$ cat config.mk
export PLATFORM = sky130hd
export DESIGN_NAME = latf_ctrl
export DESIGN_NICKNAME = d
export VERILOG_FILES = /design/src/design/latf_pkg.sv /design/src/design/latf_ctrl.sv
export SDC_FILE = /design/constraint.sdc
export NUM_CORES = 1
export LEC_CHECK = 0
export BUFFER_PORTS_ARGS = -buffer_cell sky130_fd_sc_hd__buf_2
export CAP_MARGIN = 20
export CORE_ASPECT_RATIO = 1.2
export CORE_MARGIN = 1
export CORE_UTILIZATION = 53
export CTS_CLUSTER_DIAMETER = 30
export CTS_CLUSTER_SIZE = 10
export DETAILED_ROUTE_END_ITERATION = 8
export PLACE_DENSITY = 0.77
export SYNTH_ARGS = -nofsm -noshare
export SYNTH_HDL_FRONTEND = slang
export SYNTH_SLANG_ARGS = --single-unit
$ cat constraint.sdc
create_clock -name i_clk -period 2.6 [get_ports i_clk]
set_input_delay 0.52 -clock i_clk [delete_from_list [all_inputs] [get_ports i_clk]]
set_output_delay 0.52 -clock i_clk [all_outputs]
set_load 0.1 [all_outputs]
$ cat src/design/latf_pkg.sv
// Shared types and constants of the label area threshold filter.
package latf_pkg;

    localparam int LABELS     = 256;
    localparam int LABEL_W    = 8;
    localparam int AREA_W     = 48;
    localparam int SQRT_STEPS = 28;
    localparam int DIV_STEPS  = 52;
    localparam int CNT_W      = 6;

    // Item modes
    localparam logic [1:0] MODE_ACC  = 2'd0;
    localparam logic [1:0] MODE_FILT = 2'd1;
    localparam logic [1:0] MODE_CLR  = 2'd2;

    // Configuration register indexes
    localparam logic [2:0] CFG_CENTER_X  = 3'd0;
    localparam logic [2:0] CFG_CENTER_Y  = 3'd1;
    localparam logic [2:0] CFG_RADIUS    = 3'd2;
    localparam logic [2:0] CFG_PIX_AREA  = 3'd3;
    localparam logic [2:0] CFG_MIN_AREA  = 3'd4;
    localparam logic [2:0] CFG_REAL_MODE = 3'd5;

    // Controller to datapath
    typedef struct packed {
        logic load;
        logic clear;
        logic mul;
        logic cmp;
        logic sq_step;
        logic dv_step;
        logic rd;
        logic wr;
        logic out_load;
    } t_cmd;

    // Datapath to controller
    typedef struct packed {
        logic [1:0] mode;
        logic       label_zero;
        logic       real_mode;
        logic       at_edge;
        logic       out_free;
    } t_sts;

endpackage

$ cat src/design/latf_ctrl.sv
// Controller state machine of the label area threshold filter.
module latf_ctrl (
    input  logic            i_clk,
    input  logic            i_rst_n,
    input  logic            i_in_valid,
    input  latf_pkg::t_sts  i_sts,
    output logic            o_in_stall,
    output latf_pkg::t_cmd  o_cmd
);

    typedef enum logic [8:0] {
        S_IDLE = 9'b000000001,
        S_DISP = 9'b000000010,
        S_MUL  = 9'b000000100,
        S_CMP  = 9'b000001000,
        S_SQRT = 9'b000010000,
        S_DIV  = 9'b000100000,
        S_READ = 9'b001000000,
        S_UPD  = 9'b010000000,
        S_OUT  = 9'b100000000
    } t_state;

    t_state r_state, n_state;
    logic [latf_pkg::CNT_W-1:0] r_cnt, n_cnt;

    assign o_in_stall = (r_state != S_IDLE);

    // Next state and commands
    always_comb begin
        n_state = r_state;
        n_cnt   = r_cnt;
        o_cmd   = '0;
        unique case (r_state)
            S_IDLE: begin
                if (i_in_valid) begin
                    o_cmd.load = 1'b1;
                    n_state    = S_DISP;
                end
            end
            S_DISP: begin
                case (i_sts.mode)
                    latf_pkg::MODE_CLR: begin
                        o_cmd.clear = 1'b1;
                        n_state     = S_IDLE;
                    end
                    latf_pkg::MODE_ACC: begin
                        if (i_sts.label_zero)
                            n_state = S_IDLE;
                        else if (i_sts.real_mode)
                            n_state = S_MUL;
                        else
                            n_state = S_READ;
                    end
                    latf_pkg::MODE_FILT: n_state = S_READ;
                    default:             n_state = S_IDLE;
                endcase
            end
            S_MUL: begin
                o_cmd.mul = 1'b1;
                n_state   = S_CMP;
            end
            S_CMP: begin
                o_cmd.cmp = 1'b1;
                n_cnt     = '0;
                n_state   = i_sts.at_edge ? S_READ : S_SQRT;
            end
            S_SQRT: begin
                o_cmd.sq_step = 1'b1;
                if (r_cnt == latf_pkg::CNT_W'(latf_pkg::SQRT_STEPS - 1)) begin
                    n_cnt   = '0;
                    n_state = S_DIV;
                end else begin
                    n_cnt = r_cnt + 1'b1;
                end
            end
            S_DIV: begin
                o_cmd.dv_step = 1'b1;
                if (r_cnt == latf_pkg::CNT_W'(latf_pkg::DIV_STEPS - 1))
                    n_state = S_READ;
                else
                    n_cnt = r_cnt + 1'b1;
            end
            S_READ: begin
                o_cmd.rd = 1'b1;
                n_state  = S_UPD;
            end
            S_UPD: begin
                if (i_sts.mode == latf_pkg::MODE_ACC) begin
                    o_cmd.wr = 1'b1;
                    n_state  = S_IDLE;
                end else begin
                    n_state = S_OUT;
                end
            end
            S_OUT: begin
                if (i_sts.out_free) begin
                    o_cmd.out_load = 1'b1;
                    n_state        = S_IDLE;
                end
            end
            default: n_state = S_IDLE;
        endcase
    end

    always_ff @(posedge i_clk) begin
        if (!i_rst_n) begin
            r_state <= S_IDLE;
            r_cnt   <= '0;
        end else begin
            r_state <= n_state;
            r_cnt   <= n_cnt;
        end
    end

endmodule

==> out/qor.txt, run 1 <==
status: completed
Die H: 48.8 um
Vias: 1,005
Worst Max-Slew Pin Slew: 0.507 ns
Max Cap Viol: 0
Mapped Cells: 122
Fmax: 0.389 GHz
Critical Path Max Stage Delay: 0.53 ns
post-synthesis simple-gate area fraction: 0.400
row count: 16
hpwl dp: 1850 um
share of the yosys chip area belonging to registers: 0.310
pwr dens: 646 nW/um2
drt drc: 0
detailed-route wire length: 2380 um
Leak: 0.491 nW
Post-CTS Hold Fix Bufs: 0
Cell Count, Final, Fillers Out: 164
largest net degree at the start of global routing: 10
final setup violation count: 0
Cell Chain, Critical Path: or4_4 -> or4_4 -> nor3_4 -> buf_12
antenna diode count: 0
CP Data Required Time: 2.08 ns
most frequent cells in the layout: nor2_1 (13), dfxtp_1 (13), buf_2 (12), nor3_1 (8), nand2b_1 (6)
# fillers: 117
Initial Util: 0.582
Internal Power: 0.449 mW
GRT Residual Overflow: 0
buffers plus inverters on the worst setup path: 1
crit path max fanout: 5
sequential cell fraction of total power: 0.318
final setup skew: 0.00165 ns
Sw Pwr: 0.357 mW
Via density: 6.13
initial antenna violation count: 0
cell total after placement: 159
number of synthesized flops with an enable pin: 0
Util after Layout: 0.751
Port Buffers: 18
VDD IR max: 0.537 mV
# H-tree levels: 1
Worst slew margin: 0.657
CTS buffer count: 3
Seq cells post-synth: 15
total number of yosys warnings: 0
layout cell share with drive strength beyond 1: 0.315
die area: 2000 um2
Hold Path Class: primary input to flip-flop
first-pass GRT wire length: 3770 um
synthesized-area fraction occupied by adder cells: 0.0129
vias in the first global route: 868
WP data arrival: 2.05 ns
post-synthesis compound-gate area fraction: 0.190
Ports: 19
Net Sw Frac: 0.443
overall power: 0.805 mW
CTS Root Buffer Type: clkbuf_4
Syn Std Cell Area: 967 um2
final worst path period need: 2.57 ns
clock tree buffer depth: 2
Synth cell types: 45
critical path class: flip-flop to output pin
mux cell area share after synthesis: 0.0103
Logic pwr share: 0.513
Avg Cell Area, Syn: 7.93 um2
Critical Path Start Type: flip-flop
Final Cycle Share: 0.990
RSZ-0062 raised after global routing: true
gr usage total: 0.268
final max-slew violation count: 0
Die Span X: 41.0 um
clock sinks: 15
drt pass-1 iters: 4
core area: 1660 um2
Slowest cell on crit path: or4_4
Crit. End Element: output pin
TritonCTS clock tree: done
main combinational cell family by area after synthesis: simple AND/OR/NAND/NOR gates
Wirelength per Cell: 14.5 um
RePlAce Congestion: 0.874
Clk pwr share: 0.168
initial DRC count: 34
Top FF cell, synth: dfxtp_1
Final #Nets: 157
Final Hold Vio Count: 0
Top Family by Delay on Critical Path: simple AND/OR/NAND/NOR gates
Area Growth Syn to Fin: 29.0%
Mapped Nets: 132
Post-Synth XOR/XNOR Area: 0.0362
clk_lat worst skew: 0.28 ns
CP dominant cell by count: or4_4
DRT antenna net count: 0
Worst-path clk slew: 0.09 ns
Async S/R FF share, synth: 0
## power groups by stage
stage               Clock, mW  Sequential, mW  Combinational (mW)
global route            0.149           0.258               0.435
global placement            0           0.260               0.378
CTS                     0.136           0.256               0.395
finish                  0.136           0.256               0.413
detailed placement          0           0.261               0.385
floorplan                   0           0.258               0.307
## routing by layer
layer | up-vias | routed length (um) | GRT usage
met1 | 482 | 1060 | 0.318
met2 | 22 | 1190 | 0.440
li1 | 493 | - | -
met5 | - | 0 | 0
met4 | 0 | 51 | 0.128
met3 | 8 | 73 | 0.0365
## cells in the mapped netlist (3+ instances only)
master	number	share of area
nor2_1	16	0.062
dfxtp_1	15	0.31
nor3_1	12	0.062
nand2b_1	6	0.039
inv_1	5	0.019
nand2_1	5	0.019
nand3_1	5	0.026
nor2b_1	5	0.032
o21ai_0	5	0.026
a21oi_1	4	0.021
xor2_1	3	0.027
## sequential cells by signal, indices dropped and copies added, names as in the netlist
register and count:
r_cnt 6, r_state 9
## final timing paths
check	cells past startpoint	to	start	slack, ns
setup / recovery	4	o_cmd[1]	r_state[2]$_SDFFE_PN0P_	0.03
hold reg to reg	2	r_cnt[4]$_SDFFE_PN0P_	r_cnt[4]$_SDFFE_PN0P_	0.53
setup reg to reg	6	r_state[0]$_SDFFE_PN1P_	r_cnt[0]$_SDFFE_PN0P_	0.37
hold / removal	2	r_state[2]$_SDFFE_PN0P_	i_sts[3]	0.42
## timing repair
| action | 4_1_cts | 5_1_grt |
|---|---|---|
| pin swaps | 1 | 0 |
| setup endpoints to repair | 2 | 4 |
| resized for setup | 3 | 4 |
| setup buffers | 0 | 1 |
## stage by stage
| stage | setup TNS [ns] | cell area, um2 | setup slack, ns | hold WS [ns] |
|---|---|---|---|---|
| 2_1_floorplan | -2.56 | 1010 | -0.636 | 0.474 |
| 3_3_place_gp | 0 | 1190 | 0.215 | 0.495 |
| 3_5_place_dp | 0 | 1190 | 0.174 | 0.512 |
| 4_1_cts | 0 | 1230 | 0.00916 | 0.417 |
| 5_1_grt | -0.0291 | 1250 | -0.0289 | 0.418 |
| 6_report | 0 | 1250 | 0.0270 | 0.417 |
## worst reg2reg max path, cell delays in order (launching register included)
cell,delay (ns)
dfxtp_1,0.40
ha_1,0.30
nand2_1,0.11
nor4b_1,0.46
o22ai_1,0.22
a21o_1,0.28
o32a_1,0.35
## cells by family (layout without fill, tap and decap cells)
group,Yosys count,count (layout)
AND/OR/NAND/NOR,68,68
AO/OA/AOI/OAI,25,25
flip-flops,15,15
buffers and inverters,8,32
XOR/XNOR,4,4
adder cells (fa/ha/maj),1,1
multiplexers,1,1
## cell type report
cell class                 count  area (um2)  area share
inverter                       5        18.8      0.0150
multi-input combinational     99         684       0.549
clock buffer                   4        26.3      0.0211
tap                           18        22.5      0.0181
sequential                    15         303       0.243
timing repair buffer          23         193       0.154
Note: power is estimated with default switching activity, not from simulation.
==> run 2, diff against run 1 <==
--- a/config.mk
+++ b/config.mk
@@ -7,13 +7,15 @@
 export LEC_CHECK = 0
 export BUFFER_PORTS_ARGS = -buffer_cell sky130_fd_sc_hd__buf_2
 export CAP_MARGIN = 20
+export CELL_PAD_IN_SITES_DETAIL_PLACEMENT = 0
+export CELL_PAD_IN_SITES_GLOBAL_PLACEMENT = 2
 export CORE_ASPECT_RATIO = 1.2
 export CORE_MARGIN = 1
-export CORE_UTILIZATION = 53
+export CORE_UTILIZATION = 30
 export CTS_CLUSTER_DIAMETER = 30
 export CTS_CLUSTER_SIZE = 10
 export DETAILED_ROUTE_END_ITERATION = 8
-export PLACE_DENSITY = 0.77
+export PLACE_DENSITY = 0.72
 export SYNTH_ARGS = -nofsm -noshare
 export SYNTH_HDL_FRONTEND = slang
 export SYNTH_SLANG_ARGS = --single-unit
==> out/qor.txt, run 2 (synthesis results as in run 1) <==
Die Span X: 53.8 um
status: completed
Largest register FFs: 9
Initial Util: 0.317
crit path max fanout: 3
drt drc: 0
Via density: 5.47
Crit. End Element: output pin
CP dominant cell by count: or4_4
CTS Root Buffer Type: clkbuf_4
Worst slew margin: 0.678
Final Cycle Share: 0.987
Util after Layout: 0.437
Vias: 1,034
CP Data Required Time: 2.08 ns
Leak: 0.530 nW
largest net degree at the start of global routing: 10
drt pass-1 iters: 4
first-pass GRT wire length: 4720 um
Critical Path Max Stage Delay: 0.51 ns
most frequent cells in the layout: nor2_1 (14), dfxtp_1 (13), buf_2 (12), buf_4 (12), nor3_1 (8)
Die H: 64.2 um
pwr dens: 611 nW/um2
Placed Area: 1270 um2
Max Cap Viol: 0
initial antenna violation count: 0
Cell Count, Final, Fillers Out: 189
Reg2Reg Depth: 6
RePlAce Congestion: 0.816
Cell Chain, Critical Path: or4_4 -> or4_4 -> nor3_4 -> buf_12
Area Growth Syn to Fin: 37.9%
Final Cell Area: 1330 um2
final setup violation count: 0
Final Hold Vio Count: 0
critical path class: flip-flop to output pin
Slowest cell on crit path: or4_4
Regs by FF count: r_state (9), r_cnt (6)
# H-tree levels: 1
cell total after placement: 182
die area: 3460 um2
Fmax: 0.390 GHz
Top Family by Delay on Critical Path: simple AND/OR/NAND/NOR gates
clk_lat worst skew: 0.29 ns
antenna diode count: 0
GRT Residual Overflow: 0
Port Buffers: 18
initial DRC count: 5
VDD IR max: 0.369 mV
hpwl dp: 2240 um
TritonCTS clock tree: done
WP data arrival: 2.05 ns
worst hold path depth: 2
critical path depth in cells: 4
Worst Max-Slew Pin Slew: 0.486 ns
DRT antenna net count: 0
Ports: 19
Wirelength per Cell: 14.8 um
final worst path period need: 2.57 ns
vias in the first global route: 1,077
largest reg by FF count: r_state
commonest non-fill, non-tap cell in the layout: nor2_1
final max-slew violation count: 0
core area: 3060 um2
layout cell share with drive strength beyond 1: 0.346
row count: 22
Hold Path Class: primary input to flip-flop
Hold Slack: 0.416 ns
RSZ-0062 raised after global routing: true
Final #Nets: 164
Worst-path clk slew: 0.11 ns
buffers plus inverters on the worst setup path: 1
gr usage total: 0.189
clock tree buffer depth: 2
final setup skew: 0.0143 ns
clock sinks: 15
detailed-route wire length: 2790 um
Critical Path Start Type: flip-flop
CTS buffer count: 3
run 2: path summary, 6_finish.rpt:
check | start | slack [ns] | to
hold / removal | i_sts[3] | 0.42 | r_state[2]$_SDFFE_PN0P_
setup reg to reg | r_state[3]$_SDFFE_PN0P_ | 0.47 | r_cnt[3]$_SDFFE_PN0P_
setup / recovery | r_state[3]$_SDFFE_PN0P_ | 0.03 | o_cmd[1]
hold reg to reg | r_cnt[4]$_SDFFE_PN0P_ | 0.52 | r_cnt[4]$_SDFFE_PN0P_
run 2: timing repair:
action                     in CTS  in global routing
resized for setup               4                  1
setup endpoints to repair       3                  3
pin swaps                       2                  2
buffers inserted                3                  0
hold buffers                    0                  0
run 2: cell type report:
class                           instances  area (um2)
Clock buffer                            3        22.5
Clock inverter                          1        5.00
Fill cell                             318        1720
Inverter                                5        18.8
Multi-Input combinational cell         99         682
Sequential cell                        15         303
Tap cell                               36        45.0
Timing Repair Buffer                   30         258
run 2: power breakdown:
part	switching, mW	internal, mW	leakage, nW	total [mW]
combinational	0.265	0.154	0.390	0.420
clock	0.0823	0.0572	0.0177	0.140
sequential	0.0134	0.243	0.122	0.256
run 2: stage by stage:
stage | setup TNS [ns] | worst slack, ns | total power, mW
final | 0 | 0.0341 | 0.815
after CTS | -0.0266 | -0.0266 | 0.823
after global placement | 0 | 0.205 | 0.659
after global routing | -0.0135 | -0.0135 | 0.860
after floorplan | -2.56 | -0.636 | 0.565
after detailed placement | 0 | 0.154 | 0.664
run 2: worst reg2reg max path: cells and delay by family (launching register included):
kind / cells / cell delay (ns)
simple gates: 2 / 1.05
flops: 1 / 0.34
buf+inv: 1 / 0.18
compound gates: 3 / 0.50
run 2: metal layers:
layer  GRT usage  part of all wire  vias to the layer above
met5           0                 0                        -
met4      0.0921             0.019                        0
met3      0.0214             0.035                        4
met2       0.361              0.56                       21
met1       0.187              0.38                      504
li1            -                 -                      505
